[src/hw/rtl/pdr_pkg.sv]
// ----------------------------------------------------------------------------
// pdr_pkg
// Shared field widths, operation and status codes, configuration register
// indexes and the transition entry layout of the DFA runner.
// ----------------------------------------------------------------------------
package pdr_pkg;

  localparam int OP_W       = 2;
  localparam int STATE_W    = 4;
  localparam int COL_W      = 4;
  localparam int CHAR_W     = 8;
  localparam int STATUS_W   = 3;
  localparam int MASK_W     = 16;
  localparam int SYMCNT_W   = 5;
  localparam int CFG_IDX_W  = 2;
  localparam int CFG_DATA_W = 16;

  typedef enum logic [OP_W-1:0] {
    OP_LOAD_SYMBOL = 2'd0,
    OP_LOAD_TRANS  = 2'd1,
    OP_START       = 2'd2,
    OP_FEED        = 2'd3
  } op_t;

  typedef enum logic [STATUS_W-1:0] {
    ST_LOADED   = 3'd0,
    ST_STARTED  = 3'd1,
    ST_MOVED    = 3'd2,
    ST_UNKNOWN  = 3'd3,
    ST_NO_TRANS = 3'd4,
    ST_ACCEPTED = 3'd5,
    ST_ENDED    = 3'd6,
    ST_IGNORED  = 3'd7
  } status_t;

  localparam logic [CFG_IDX_W-1:0] CFG_INITIAL_STATE = 2'd0;
  localparam logic [CFG_IDX_W-1:0] CFG_FINAL_MASK    = 2'd1;
  localparam logic [CFG_IDX_W-1:0] CFG_SYMBOL_COUNT  = 2'd2;

  // Character that closes a word without acceptance.
  localparam logic [CHAR_W-1:0] WORD_END_CHAR = 8'h20;

  typedef struct packed {
    logic               valid;
    logic [STATE_W-1:0] next;
  } trans_entry_t;

endpackage

[src/hw/rtl/pdr_if.sv]
// ----------------------------------------------------------------------------
// pdr_in_if / pdr_out_if
// Valid/ready channels of the DFA runner: request items in, result items out.
// ----------------------------------------------------------------------------
interface pdr_in_if import pdr_pkg::*; ();
  logic               valid;
  logic               ready;
  logic [OP_W-1:0]    operation;
  logic [STATE_W-1:0] slot;
  logic [COL_W-1:0]   column;
  logic [CHAR_W-1:0]  symbol_char;
  logic [STATE_W-1:0] next_state;
  logic               entry_valid;

  modport source (
    output valid, operation, slot, column, symbol_char, next_state, entry_valid,
    input  ready
  );
  modport sink (
    input  valid, operation, slot, column, symbol_char, next_state, entry_valid,
    output ready
  );
endinterface

interface pdr_out_if import pdr_pkg::*; ();
  logic                valid;
  logic                ready;
  logic [STATUS_W-1:0] status;
  logic [STATE_W-1:0]  current_state;

  modport source (
    output valid, status, current_state,
    input  ready
  );
  modport sink (
    input  valid, status, current_state,
    output ready
  );
endinterface

[src/hw/rtl/pdr_ram.sv]
// ----------------------------------------------------------------------------
// pdr_ram
// Generic single-write, single-read synchronous RAM with registered read data.
// ----------------------------------------------------------------------------
module pdr_ram #(
  parameter int WIDTH = 8,
  parameter int DEPTH = 16
) (
  input  logic                     clk,
  input  logic                     we,
  input  logic [$clog2(DEPTH)-1:0] waddr,
  input  logic [WIDTH-1:0]         wdata,
  input  logic                     re,
  input  logic [$clog2(DEPTH)-1:0] raddr,
  output logic [WIDTH-1:0]         rdata
);

  logic [WIDTH-1:0] mem [DEPTH];

  always_ff @(posedge clk) begin
    if (we) begin
      mem[waddr] <= wdata;
    end
    // hold read data until the next read
    if (re) begin
      rdata <= mem[raddr];
    end
  end

endmodule

[src/hw/rtl/pdr_sym_match.sv]
// ----------------------------------------------------------------------------
// pdr_sym_match
// Alphabet register row: one character per slot, compared in parallel with
// the fed character; the lowest matching slot in use wins.
// ----------------------------------------------------------------------------
module pdr_sym_match import pdr_pkg::*; #(
  parameter int MAX_SYMBOLS = 16
) (
  input  logic                           clk,
  input  logic                           wr_en,
  input  logic [$clog2(MAX_SYMBOLS)-1:0] wr_slot,
  input  logic [CHAR_W-1:0]              wr_char,
  input  logic [CHAR_W-1:0]              lookup_char,
  input  logic [SYMCNT_W-1:0]            symbol_count,
  output logic                           hit,
  output logic [$clog2(MAX_SYMBOLS)-1:0] hit_idx
);

  localparam int SYM_W = $clog2(MAX_SYMBOLS);

  logic [CHAR_W-1:0]      sym_r [MAX_SYMBOLS];
  logic [MAX_SYMBOLS-1:0] match;

  always_ff @(posedge clk) begin
    if (wr_en) begin
      sym_r[wr_slot] <= wr_char;
    end
  end

  // slots at or above the count are out of play; a count above the table
  // size simply covers every slot
  always_comb begin
    for (int k = 0; k < MAX_SYMBOLS; k++) begin
      match[k] = (k < int'(symbol_count)) && (sym_r[k] == lookup_char);
    end
  end

  always_comb begin
    hit     = 1'b0;
    hit_idx = '0;
    for (int k = MAX_SYMBOLS - 1; k >= 0; k--) begin
      if (match[k]) begin
        hit     = 1'b1;
        hit_idx = SYM_W'(k);
      end
    end
  end

endmodule

[src/hw/rtl/programmable_dfa_runner.sv]
// ----------------------------------------------------------------------------
// programmable_dfa_runner
// Table-driven deterministic finite automaton with a loadable alphabet and
// transition table.
// ----------------------------------------------------------------------------
// A request passes an accept step and a resolve step: the accepting edge
// does the alphabet match and launches the transition-table read, the
// resolve step loads the result register from the read data, and the block
// takes its next request only once back in idle, as the RAM read is
// registered. The result register decouples the output: a request is still
// accepted while the previous result waits, and it then waits in the resolve
// step until the result register frees. After reset the transition RAM is
// swept to invalid, one entry per cycle, over all MAX_STATES * MAX_SYMBOLS
// entries (256 at the defaults); in_req.ready stays low during the sweep,
// while configuration writes are taken at any time. The alphabet is undefined
// until loaded. Configuration may only change while no request is in flight.
// ----------------------------------------------------------------------------
module programmable_dfa_runner import pdr_pkg::*; #(
  parameter int MAX_STATES  = 16,
  parameter int MAX_SYMBOLS = 16
) (
  input  logic                  clk,
  input  logic                  rst_n,
  pdr_in_if.sink                in_req,
  pdr_out_if.source             out_rsp,
  input  logic                  cfg_we,
  input  logic [CFG_IDX_W-1:0]  cfg_index,
  input  logic [CFG_DATA_W-1:0] cfg_wdata
);

  localparam int DEPTH   = MAX_STATES * MAX_SYMBOLS;
  localparam int ADDR_W  = $clog2(DEPTH);
  localparam int SYM_W   = $clog2(MAX_SYMBOLS);
  localparam int ENTRY_W = $bits(trans_entry_t);

  typedef enum logic [2:0] {
    S_CLEAR   = 3'b001,
    S_IDLE    = 3'b010,
    S_RESOLVE = 3'b100
  } fsm_t;

  fsm_t                fsm_r, fsm_nxt;
  logic [ADDR_W-1:0]   clr_addr_r, clr_addr_nxt;

  // configuration registers
  logic [STATE_W-1:0]  initial_state_r;
  logic [MASK_W-1:0]   final_mask_r;
  logic [SYMCNT_W-1:0] symbol_count_r;

  // automaton state
  logic [STATE_W-1:0]  present_r, present_nxt;
  logic                running_r, running_nxt;

  // request in flight
  status_t             pend_status_r, pend_status_nxt;
  logic                lookup_r, lookup_nxt;

  // result register
  logic                out_valid_r, out_valid_nxt;
  status_t             out_status_r, out_status_nxt;
  logic [STATE_W-1:0]  out_state_r, out_state_nxt;

  logic                in_acc;
  op_t                 op;
  logic                slot_ok_sym;
  logic                trans_ok;
  logic                init_ok;
  logic                sym_wr;
  logic                sym_hit;
  logic [SYM_W-1:0]    sym_idx;
  logic [ADDR_W-1:0]   ld_addr;
  logic [ADDR_W-1:0]   feed_addr;
  logic                ram_we;
  logic [ADDR_W-1:0]   ram_waddr;
  logic [ENTRY_W-1:0]  ram_wdata;
  logic                ram_re;
  logic [ENTRY_W-1:0]  ram_rdata;
  trans_entry_t        entry;
  logic                out_load;

  // --------------------------------------------------------------------------
  // Handshake and request decode
  // --------------------------------------------------------------------------
  assign in_req.ready = (fsm_r == S_IDLE);
  assign in_acc       = in_req.valid && in_req.ready;
  assign op           = op_t'(in_req.operation);

  // range checks: loads and starts that fall outside the tables are ignored
  assign slot_ok_sym = int'(in_req.slot) < MAX_SYMBOLS;
  assign trans_ok    = (int'(in_req.slot) < MAX_STATES) &&
                       (int'(in_req.column) < MAX_SYMBOLS) &&
                       (int'(in_req.next_state) < MAX_STATES);
  assign init_ok     = int'(initial_state_r) < MAX_STATES;

  assign sym_wr = in_acc && (op == OP_LOAD_SYMBOL) && slot_ok_sym;

  // --------------------------------------------------------------------------
  // Alphabet match
  // --------------------------------------------------------------------------
  pdr_sym_match #(
    .MAX_SYMBOLS (MAX_SYMBOLS)
  ) u_sym_match (
    .clk          (clk),
    .wr_en        (sym_wr),
    .wr_slot      (SYM_W'(in_req.slot)),
    .wr_char      (in_req.symbol_char),
    .lookup_char  (in_req.symbol_char),
    .symbol_count (symbol_count_r),
    .hit          (sym_hit),
    .hit_idx      (sym_idx)
  );

  // --------------------------------------------------------------------------
  // Transition table: row per state, column per alphabet slot
  // --------------------------------------------------------------------------
  assign ld_addr   = ADDR_W'(in_req.slot) * ADDR_W'(MAX_SYMBOLS) + ADDR_W'(in_req.column);
  assign feed_addr = ADDR_W'(present_r) * ADDR_W'(MAX_SYMBOLS) + ADDR_W'(sym_idx);

  // the clearing sweep owns the write port until it finishes; loads can
  // only arrive afterwards since ready is low meanwhile
  assign ram_we    = (fsm_r == S_CLEAR) || (in_acc && (op == OP_LOAD_TRANS) && trans_ok);
  assign ram_waddr = (fsm_r == S_CLEAR) ? clr_addr_r : ld_addr;
  assign ram_wdata = (fsm_r == S_CLEAR) ? '0 : {in_req.entry_valid, in_req.next_state};
  assign ram_re    = in_acc && (op == OP_FEED);

  pdr_ram #(
    .WIDTH (ENTRY_W),
    .DEPTH (DEPTH)
  ) u_trans_ram (
    .clk   (clk),
    .we    (ram_we),
    .waddr (ram_waddr),
    .wdata (ram_wdata),
    .re    (ram_re),
    .raddr (feed_addr),
    .rdata (ram_rdata)
  );

  assign entry = trans_entry_t'(ram_rdata);

  // load the result register when it is empty or being drained this cycle
  assign out_load = (fsm_r == S_RESOLVE) && (!out_valid_r || out_rsp.ready);

  // --------------------------------------------------------------------------
  // Control: clear sweep, accept, resolve
  // --------------------------------------------------------------------------
  always_comb begin
    fsm_nxt         = fsm_r;
    clr_addr_nxt    = clr_addr_r;
    present_nxt     = present_r;
    running_nxt     = running_r;
    pend_status_nxt = pend_status_r;
    lookup_nxt      = lookup_r;
    out_status_nxt  = out_status_r;
    out_state_nxt   = out_state_r;
    out_valid_nxt   = out_valid_r && !out_rsp.ready;

    unique case (fsm_r)
      S_CLEAR: begin
        clr_addr_nxt = clr_addr_r + 1'b1;
        if (clr_addr_r == ADDR_W'(DEPTH - 1)) begin
          fsm_nxt = S_IDLE;
        end
      end

      S_IDLE: begin
        if (in_acc) begin
          fsm_nxt         = S_RESOLVE;
          lookup_nxt      = 1'b0;
          pend_status_nxt = ST_IGNORED;
          case (op)
            OP_LOAD_SYMBOL: begin
              if (slot_ok_sym) begin
                pend_status_nxt = ST_LOADED;
              end
            end
            OP_LOAD_TRANS: begin
              if (trans_ok) begin
                pend_status_nxt = ST_LOADED;
              end
            end
            OP_START: begin
              if (init_ok) begin
                present_nxt = initial_state_r;
                // a final initial state accepts the empty word at once
                if (final_mask_r[initial_state_r]) begin
                  running_nxt     = 1'b0;
                  pend_status_nxt = ST_ACCEPTED;
                end else begin
                  running_nxt     = 1'b1;
                  pend_status_nxt = ST_STARTED;
                end
              end
            end
            OP_FEED: begin
              if (running_r) begin
                if (in_req.symbol_char == WORD_END_CHAR) begin
                  running_nxt     = 1'b0;
                  pend_status_nxt = ST_ENDED;
                end else if (!sym_hit) begin
                  pend_status_nxt = ST_UNKNOWN;
                end else begin
                  // outcome depends on the table entry read this edge
                  lookup_nxt = 1'b1;
                end
              end
            end
            default: begin
              pend_status_nxt = ST_IGNORED;
            end
          endcase
        end
      end

      S_RESOLVE: begin
        if (out_load) begin
          fsm_nxt        = S_IDLE;
          out_valid_nxt  = 1'b1;
          out_status_nxt = pend_status_r;
          if (lookup_r) begin
            if (!entry.valid) begin
              out_status_nxt = ST_NO_TRANS;
            end else begin
              present_nxt = entry.next;
              if (final_mask_r[entry.next]) begin
                running_nxt    = 1'b0;
                out_status_nxt = ST_ACCEPTED;
              end else begin
                out_status_nxt = ST_MOVED;
              end
            end
          end
          out_state_nxt = present_nxt;
        end
      end

      default: begin
        fsm_nxt = S_IDLE;
      end
    endcase
  end

  always_ff @(posedge clk) begin
    if (!rst_n) begin
      fsm_r         <= S_CLEAR;
      clr_addr_r    <= '0;
      present_r     <= '0;
      running_r     <= 1'b0;
      pend_status_r <= ST_IGNORED;
      lookup_r      <= 1'b0;
      out_valid_r   <= 1'b0;
    end else begin
      fsm_r         <= fsm_nxt;
      clr_addr_r    <= clr_addr_nxt;
      present_r     <= present_nxt;
      running_r     <= running_nxt;
      pend_status_r <= pend_status_nxt;
      lookup_r      <= lookup_nxt;
      out_valid_r   <= out_valid_nxt;
    end
  end

  always_ff @(posedge clk) begin
    out_status_r <= out_status_nxt;
    out_state_r  <= out_state_nxt;
  end

  // --------------------------------------------------------------------------
  // Configuration registers
  // --------------------------------------------------------------------------
  always_ff @(posedge clk) begin
    if (!rst_n) begin
      initial_state_r <= '0;
      final_mask_r    <= '0;
      symbol_count_r  <= '0;
    end else if (cfg_we) begin
      unique case (cfg_index)
        CFG_INITIAL_STATE: initial_state_r <= cfg_wdata[STATE_W-1:0];
        CFG_FINAL_MASK:    final_mask_r    <= cfg_wdata[MASK_W-1:0];
        CFG_SYMBOL_COUNT:  symbol_count_r  <= cfg_wdata[SYMCNT_W-1:0];
        default: begin
          // drop writes to unused indexes
        end
      endcase
    end
  end

  assign out_rsp.valid         = out_valid_r;
  assign out_rsp.status        = out_status_r;
  assign out_rsp.current_state = out_state_r;

endmodule

[src/flat_wrapper.sv]
// flat-port wrapper written by rule: the top's interface ports become plain ports
module programmable_dfa_runner_flat import pdr_pkg::*;
#(
  parameter int MAX_STATES  = 16,
  parameter int MAX_SYMBOLS = 16
)
  (clk, rst_n, cfg_we, cfg_index, cfg_wdata, in_req_valid, in_req_operation, in_req_slot, in_req_column, in_req_symbol_char, in_req_next_state, in_req_entry_valid, in_req_ready, out_rsp_valid, out_rsp_status, out_rsp_current_state, out_rsp_ready);
  pdr_in_if in_req_i ();
  pdr_out_if out_rsp_i ();
  input  logic clk;
  input  logic rst_n;
  input  logic cfg_we;
  input  logic [CFG_IDX_W-1:0] cfg_index;
  input  logic [CFG_DATA_W-1:0] cfg_wdata;
  input wire logic [$bits(in_req_i.valid)-1:0] in_req_valid;
  input wire logic [$bits(in_req_i.operation)-1:0] in_req_operation;
  input wire logic [$bits(in_req_i.slot)-1:0] in_req_slot;
  input wire logic [$bits(in_req_i.column)-1:0] in_req_column;
  input wire logic [$bits(in_req_i.symbol_char)-1:0] in_req_symbol_char;
  input wire logic [$bits(in_req_i.next_state)-1:0] in_req_next_state;
  input wire logic [$bits(in_req_i.entry_valid)-1:0] in_req_entry_valid;
  output wire logic [$bits(in_req_i.ready)-1:0] in_req_ready;
  output wire logic [$bits(out_rsp_i.valid)-1:0] out_rsp_valid;
  output wire logic [$bits(out_rsp_i.status)-1:0] out_rsp_status;
  output wire logic [$bits(out_rsp_i.current_state)-1:0] out_rsp_current_state;
  input wire logic [$bits(out_rsp_i.ready)-1:0] out_rsp_ready;
  assign in_req_i.valid = in_req_valid;
  assign in_req_i.operation = in_req_operation;
  assign in_req_i.slot = in_req_slot;
  assign in_req_i.column = in_req_column;
  assign in_req_i.symbol_char = in_req_symbol_char;
  assign in_req_i.next_state = in_req_next_state;
  assign in_req_i.entry_valid = in_req_entry_valid;
  assign in_req_ready = in_req_i.ready;
  assign out_rsp_valid = out_rsp_i.valid;
  assign out_rsp_status = out_rsp_i.status;
  assign out_rsp_current_state = out_rsp_i.current_state;
  assign out_rsp_i.ready = out_rsp_ready;
  programmable_dfa_runner #(.MAX_STATES(MAX_STATES), .MAX_SYMBOLS(MAX_SYMBOLS)) u_core (.clk(clk), .rst_n(rst_n), .in_req(in_req_i), .out_rsp(out_rsp_i), .cfg_we(cfg_we), .cfg_index(cfg_index), .cfg_wdata(cfg_wdata));
endmodule
[config.mk]
export PLATFORM = sky130hd
export DESIGN_NAME = programmable_dfa_runner_flat
export DESIGN_NICKNAME = d
export VERILOG_FILES = /design/src/hw/rtl/pdr_pkg.sv /design/src/hw/rtl/pdr_if.sv /design/src/hw/rtl/pdr_ram.sv /design/src/hw/rtl/pdr_sym_match.sv /design/src/hw/rtl/programmable_dfa_runner.sv /design/src/flat_wrapper.sv
export SDC_FILE = /design/constraint.sdc
export NUM_CORES = 2
export LEC_CHECK = 0
export BUFFER_PORTS_ARGS = -buffer_cell sky130_fd_sc_hd__buf_4
export CORE_MARGIN = 3
export CORE_UTILIZATION = 50
export CTS_BUF_LIST = sky130_fd_sc_hd__clkbuf_8
export CTS_CLUSTER_DIAMETER = 60
export DETAILED_ROUTE_END_ITERATION = 8
export PLACE_DENSITY_LB_ADDON = 0.2
export SLEW_MARGIN = 5
export SYNTH_ARGS = -nofsm -noshare
export SYNTH_HDL_FRONTEND = slang
export SYNTH_SLANG_ARGS = --single-unit
[constraint.sdc]
create_clock -name clk -period 6.9 [get_ports clk]
set_input_delay 0.69 -clock clk [delete_from_list [all_inputs] [get_ports clk]]
set_output_delay 0.69 -clock clk [all_outputs]
set_load 0.01 [all_outputs]
; ---- Word-level counts from Yosys, hierarchy flattened
; Memories as Yosys holds them, arrays and structs flattened. A register that Yosys moved wholly into a read port is not among the register bits.
; Index checks and enable logic that the tools add are counted.
; W data, S select, Z words.
[word_totals]
reg_bits = 53
ram_bits = 1408
out_inout_bits = 9
n_memories = 2
[op_classes]
addsub = 3
order_cmp = 18
n_eq_ne = 34
mux = 76
reduce_logical = 38
[memory_table]
columns = memory, words, word_bits, rd, rd_clocked_by_memory_dff, wr, line_no
row1 = u_core.u_trans_ram.mem, 256, 5, 1, 1, 1, pdr_ram.sv:18  ; logic [WIDTH-1:0] mem [DEPTH];
row2 = u_core.u_sym_match.sym_r, 16, 8, 16, 0, 1, pdr_sym_match.sv:21  ; logic [CHAR_W-1:0] sym_r [MAX_SYMBOLS];
[op_table]
columns = cell, count
row1 = $eq A8 B8 Y1, 16
row2 = $mux W4, 21
row3 = $lt A4 B5 Y1 const A, 8
row4 = $mux W1, 36
row5 = $mux W3, 10
row6 = $logic_and A1 B1 Y1, 22
row7 = $lt A3 B5 Y1 const A, 4
row8 = $pmux W3 S3, 2
row9 = $add A8 B4 Y8, 2
row10 = $lt A1 B5 Y1 const A, 2
row11 = $lt A2 B5 Y1 const A, 2
row12 = $lt A4 B5 Y1 const B, 2
row13 = $ne A2 B2 Y1 const B, 5
row14 = $reduce_and A2 Y1, 5
row15 = $add A8 B1 Y8 const B, 1
row16 = $bmux W1 S4, 2
row17 = $eq A8 B6 Y1 const B, 1
row18 = $eq A8 B8 Y1 const B, 1
row19 = $mux W8, 1
row20 = $pmux W4 S2, 1
row21 = $reduce_and A7 Y1, 1
row22 = $eq A2 B2 Y1 const B, 3
row23 = $mux W5, 1
row24 = $eq A2 B1 Y1 const B, 2
row25 = 13 further kinds, 18

; ---- Logic depth before layout (Yosys ltp)
; An unclocked memory read counts as a cell.
[depth]
word_depth = 23
depth_mapped = 20

; ---- Modules after synthesis
; A second synthesis with hierarchy kept.
[unflattened]
cells_unflattened = 3178
area_unflattened_um2 = 58986.6
[by_module_without_submodules]
columns = mod, n_inst, cells_per_inst, area_each_um2, seq_area_each_um2
row1 = pdr_ram, 1, 2497, 50334.5, 38587.0
row2 = pdr_sym_match, 1, 423, 5957.0, 3843.7
row3 = programmable_dfa_runner, 1, 258, 2695.1, 1131.1

; ---- Worst setup path before layout
; OpenSTA, ideal clock, no wires.
[synth_path]
path_kind = register to register
from = register u_core.fsm_r[0]
to = memory u_core.u_trans_ram.mem[0][0] (netlist bit) (data pin)
setup_time_ps = 867
arrival_ps = 4321
setup_slack_ps = 1712
stages_incl_launch_ff = 5
path_buffers = 2
cell_sequence = dfxtp_1 -> or3b_2 -> clkbuf_1 -> clkbuf_1 -> and2_1
[synth_between]
elab_chain_len = 2
[synth_rtl]
columns = item, line_no
row1 = start: declaration, programmable_dfa_runner.sv:42  ; fsm_t fsm_r, fsm_nxt;
row2 = start signal: assignment, programmable_dfa_runner.sv:253  ; fsm_r <= fsm_nxt;
row3 = $eq A3 B1 Y1, programmable_dfa_runner.sv:123  ; assign ram_wdata = (fsm_r == S_CLEAR) ? '0 : {in_req.entry_valid, in_req.next_state};
row4 = $mux W5, programmable_dfa_runner.sv:123
row5 = named net u_core.ram_wdata[0], programmable_dfa_runner.sv:75  ; logic [ENTRY_W-1:0] ram_wdata;
row6 = end: declaration, pdr_ram.sv:18
; The timed path passes the listed nets, and every way through them passes these cells.

; ---- Worst setup path after layout
[layout_path]
from = register u_core.symbol_count_r[4]
to = register u_core.u_trans_ram.rdata[4], read port of u_core.u_trans_ram.mem (data pin)
[layout_between]
elab_chain_len = 19
[layout_rtl]
columns = item, line_no
row1 = start: declaration, programmable_dfa_runner.sv:48  ; logic [SYMCNT_W-1:0] symbol_count_r;
row2 = start signal: assignment, programmable_dfa_runner.sv:280  ; CFG_SYMBOL_COUNT: symbol_count_r <= cfg_wdata[SYMCNT_W-1:0];
row3 = $lt A4 B5 Y1, pdr_sym_match.sv:34  ; match[k] = (k < int'(symbol_count)) && (sym_r[k] == lookup_char);
row4 = $logic_and A1 B1 Y1, pdr_sym_match.sv:34
row5 = $mux W4 (15 in series), pdr_sym_match.sv:42  ; if (match[k]) begin
row6 = $mux W4 *, pdr_sym_match.sv:42
row7 = $add A8 B4 Y8 *, programmable_dfa_runner.sv:117  ; assign feed_addr = ADDR_W'(present_r) * ADDR_W'(MAX_SYMBOLS) + ADDR_W'(sym_idx);
row8 = end: declaration, pdr_ram.sv:15  ; output logic [WIDTH-1:0] rdata
; Mark *: on every way between the ends. The rest lies on a longest branch, timed or not.
; A chain may end at the register's enable or synchronous reset.

==> flow_summary.ini <==
[clock_tree]
post-cts-setup-buffers = 0
cts_buffer_depth = 3
cts_inserted_buffers = 231
clk_pin_slew_worst_paths_ns = 0.06
htree_num_levels = 4
clock_root_buffer = sky130_fd_sc_hd__clkbuf_8
insertion_delay_ns = 0.95
cts_tree = done
cts.sinks = 1466

[critical_path]
critPathMaxFanout = 53
r2r_setup_slack_ns = 1.47
critPathCaptureType = flop
timing_worst_setup_path_type = flop to flop
required_time_at_the_worst_slack_endpoint_ns = 7.69
worstPathArrival_ns = 6.22
worst_setup_path_start_kind = flop

[drt]
route.detailed.wl_per_inst_um = 25.50
routed-via-count = 38621
drt_wl_total_um = 166200
postRouteAntennaNets = 0
detail_route.vias_per_cell = 5.926
first_iter_violations = 4433
initial_drt_pass_iterations = 5
drc = 0

[global_route]
wire_length_of_the_first_global_routing_pass_um = 244500
globalRouteOverflowTotal = 0
number_of_antenna_violations_at_the_first_check_in_global_routing = 4
met3_usage = 0.05081
grt_start_max_net_pins = 215
first_global_vias = 36985
groute.layer.met2.usage = 0.4005
met1_usage = 0.3626
global_route.peak_usage_layer = met2
total_routing_resource_utilization_after_global_routing = 0.2590

[floorplan]
die_x_um = 356.4
io_pins = 55
floorplan.initialDensity = 0.5078
chipHeight_um = 356.4
floorplan.rows = 127
core_area_um2 = 120900
dieArea_um2 = 127000

[sta]
worstMarginPinSlew_ns = 1.409
period_utilization = 0.7877
period_minus_slack_ns = 5.435
setup-tns-final_ns = 0
number_of_pins_with_negative_max_slew_slack_in_the_final_report = 0
setup_viol = 0
clock-skew-final_ns = 0.04974
rsz0062_at_grt = no
finalHoldViolations = 0
max_freq_mhz = 184.0
slew_headroom = 0.05447

[logic_synthesis]
ys_dominant_reg_cell = sky130_fd_sc_hd__edfxtp_1
netlist_instances = 4617
post_synth_num_cell_types = 91
postSynthAreaPerCell_um2 = 13.30
synth_edf_count = 1420
syn-num-nets = 4664
netlist_area_um2 = 61410
seq_area_frac_synth = 0.7094
ys_warn_count = 0
postSynth.asyncResetShare = 0
yosys_register_bits = 1466

[power]
total_power_uw = 16650
switching_share = 0.2151
clock_power_share = 0.404
intPower_uw = 13070
power_per_cell_area_nw_per_um2 = 247.3
comb_power_share = 0.016
sequentialPowerShare = 0.580
ir_worst_vdd_uv = 197.2
leakage_uw = 0.02249
switchingPower_uw = 3581

[finish]
mostFrequentLayoutCell = sky130_fd_sc_hd__edfxtp_1
final_cell_mix = sky130_fd_sc_hd__edfxtp_1 (1,420), sky130_fd_sc_hd__nand2_1 (1,078), sky130_fd_sc_hd__nand3_1 (391)
layout-area-overhead-vs-synth_pct = 9.607
total_number_of_nets_in_the_final_design = 4763
drive_above_1_share = 0.1066
fillerInstances = 9894

[hold_path]
worst_hold_path_type = input pin to flop

[place]
gp_congestion = 0.8535
place.port_buffers = 54
hpwlAfterDp_um = 97860

[flow_run]
maxCapViolCount = 0

[status]
status = complete, no violations
## power groups by stage
stage | Sequential, uW | Combinational (uW) | Clock [uW]
6_report | 9660 | 270 | 6720
5_1_grt | 9650 | 287 | 7200
4_1_cts | 9660 | 269 | 6820
3_5_place_dp | 9840 | 261 | 0
3_3_place_gp | 9840 | 258 | 0
2_1_floorplan | 9830 | 159 | 0
## area by class of cell
cell class	count	area (um^2)	area share
multi-input cells	2845	16000	0.2377
clock inverters	171	804.5	0.01195
clock buffers	244	3358	0.04990
repair buffers	163	1514	0.02249
flip-flops and latches	1466	43560	0.6473
inverters	9	33.78	0.0005019
diodes	7	17.52	0.0002603
well taps	1612	2017	0.02997
## path summary, 6_finish.rpt
kind / start / cells after the start / endpoint
setup reg to reg: u_core.symbol_count_r[4]$_SDFFE_PN0P_ / 13 / u_core.u_trans_ram.rdata[4]$_DFFE_PP_
hold / removal: out_rsp_ready / 3 / u_core.out_rsp.valid$_SDFF_PN0_
hold reg to reg: u_core.pend_status_r[1]$_SDFFE_PN1P_ / 2 / u_core.pend_status_r[1]$_SDFFE_PN1P_
setup / recovery: u_core.symbol_count_r[4]$_SDFFE_PN0P_ / 13 / u_core.u_trans_ram.rdata[4]$_DFFE_PP_
## worst max-delay path: stages, from the launching register on
cell and delay (ns):
sky130_fd_sc_hd__dfxtp_1 0.67, sky130_fd_sc_hd__or2_4 0.27, sky130_fd_sc_hd__nor3_1 0.07, sky130_fd_sc_hd__nor4_1 0.56
sky130_fd_sc_hd__nor2_1 0.18, sky130_fd_sc_hd__o21ai_0 0.30, sky130_fd_sc_hd__and2_4 0.83, sky130_fd_sc_hd__buf_4 0.57
sky130_fd_sc_hd__mux2_2 0.44, sky130_fd_sc_hd__o32ai_1 0.16, sky130_fd_sc_hd__a221oi_1 0.15, sky130_fd_sc_hd__o211ai_1 0.61
sky130_fd_sc_hd__nand4_1 0.18, sky130_fd_sc_hd__o211ai_1 0.21
## routing by layer
layer | wire [um] | part of all wire
met1 | 68710 | 0.41
met2 | 77220 | 0.46
met3 | 14170 | 0.085
met4 | 6120 | 0.037
met5 | 0 | 0
## cells in the mapped netlist, types with 9 or more instances
cell,count,area share
sky130_fd_sc_hd__or3_1,11,0.0011
sky130_fd_sc_hd__xnor2_1,103,0.015
sky130_fd_sc_hd__buf_6,44,0.0081
sky130_fd_sc_hd__nand3_1,391,0.032
sky130_fd_sc_hd__mux2_2,25,0.0046
sky130_fd_sc_hd__nor2b_1,16,0.0016
sky130_fd_sc_hd__dfxtp_1,46,0.015
sky130_fd_sc_hd__o21ai_0,31,0.0025
sky130_fd_sc_hd__nor2_1,311,0.019
sky130_fd_sc_hd__nand2_1,1079,0.066
sky130_fd_sc_hd__a21oi_1,43,0.0035
sky130_fd_sc_hd__xor2_1,31,0.0044
sky130_fd_sc_hd__a311oi_1,53,0.0076
sky130_fd_sc_hd__nand3b_1,10,0.0012
sky130_fd_sc_hd__nor4_1,11,0.0011
sky130_fd_sc_hd__and2_1,30,0.0031
sky130_fd_sc_hd__edfxtp_1,1420,0.69
sky130_fd_sc_hd__inv_1,9,0.00055
sky130_fd_sc_hd__a31oi_1,65,0.0066
sky130_fd_sc_hd__mux4_2,21,0.0077
sky130_fd_sc_hd__mux2i_1,202,0.033
sky130_fd_sc_hd__and3_1,120,0.012
sky130_fd_sc_hd__o22ai_1,14,0.0014
sky130_fd_sc_hd__nand4_1,44,0.0045
sky130_fd_sc_hd__nand2b_1,9,0.00092
sky130_fd_sc_hd__nor3_1,27,0.0022
sky130_fd_sc_hd__a21boi_0,19,0.0023
sky130_fd_sc_hd__buf_4,58,0.0071
sky130_fd_sc_hd__a32oi_1,20,0.0029
sky130_fd_sc_hd__clkbuf_1,68,0.0042
sky130_fd_sc_hd__a211oi_1,42,0.0051
sky130_fd_sc_hd__buf_2,116,0.0095
## what timing repair did
item | 4_1_cts | 5_1_grt
hold buffers | 16 | 0
resized for setup | 0 | 0
endpoints found under the hold margin | 25 | 0
## registers in the layout (all words and copies together) (netlist names), 3 cells and up
signal and flops:
u_core.present_r 4, u_core.initial_state_r 4, u_core.fsm_r 3, u_core.symbol_count_r 5
u_core.out_rsp.status 3, u_core.pend_status_r 3, u_core.u_sym_match.sym_r 128, u_core.out_rsp.current_state 4
u_core.u_trans_ram.rdata 5, u_core.clr_addr_r 8, u_core.u_trans_ram.mem 1280, u_core.final_mask_r 16
## through the flow
stage	cells	util	hold slack (ns)	setup slack, ns	instance area (um^2)
after floorplan	4617	-	0.4380	1.712	61410
after global placement	6079	0.5206	0.4521	1.258	62960
after detailed placement	6079	0.5206	0.4518	1.207	62960
after CTS	6510	0.5564	0.01635	1.604	67280
after global routing	6514	0.5565	0.04859	1.281	67300
final	6517	0.5566	0.09648	1.465	67300
## kinds of logic after synthesis
logic type / count (synthesis) / share of synthesized area
AND/OR/NAND/NOR: 2087 / 0.1494
flip-flops: 1466 / 0.7094
AO/OA/AOI/OAI: 374 / 0.04550
buffers and inverters: 306 / 0.03089
multiplexers: 248 / 0.04521
XOR/XNOR: 135 / 0.01938
adder cells (fa/ha/maj): 1 / 0.0002037
(Power assumes the default switching activity.)
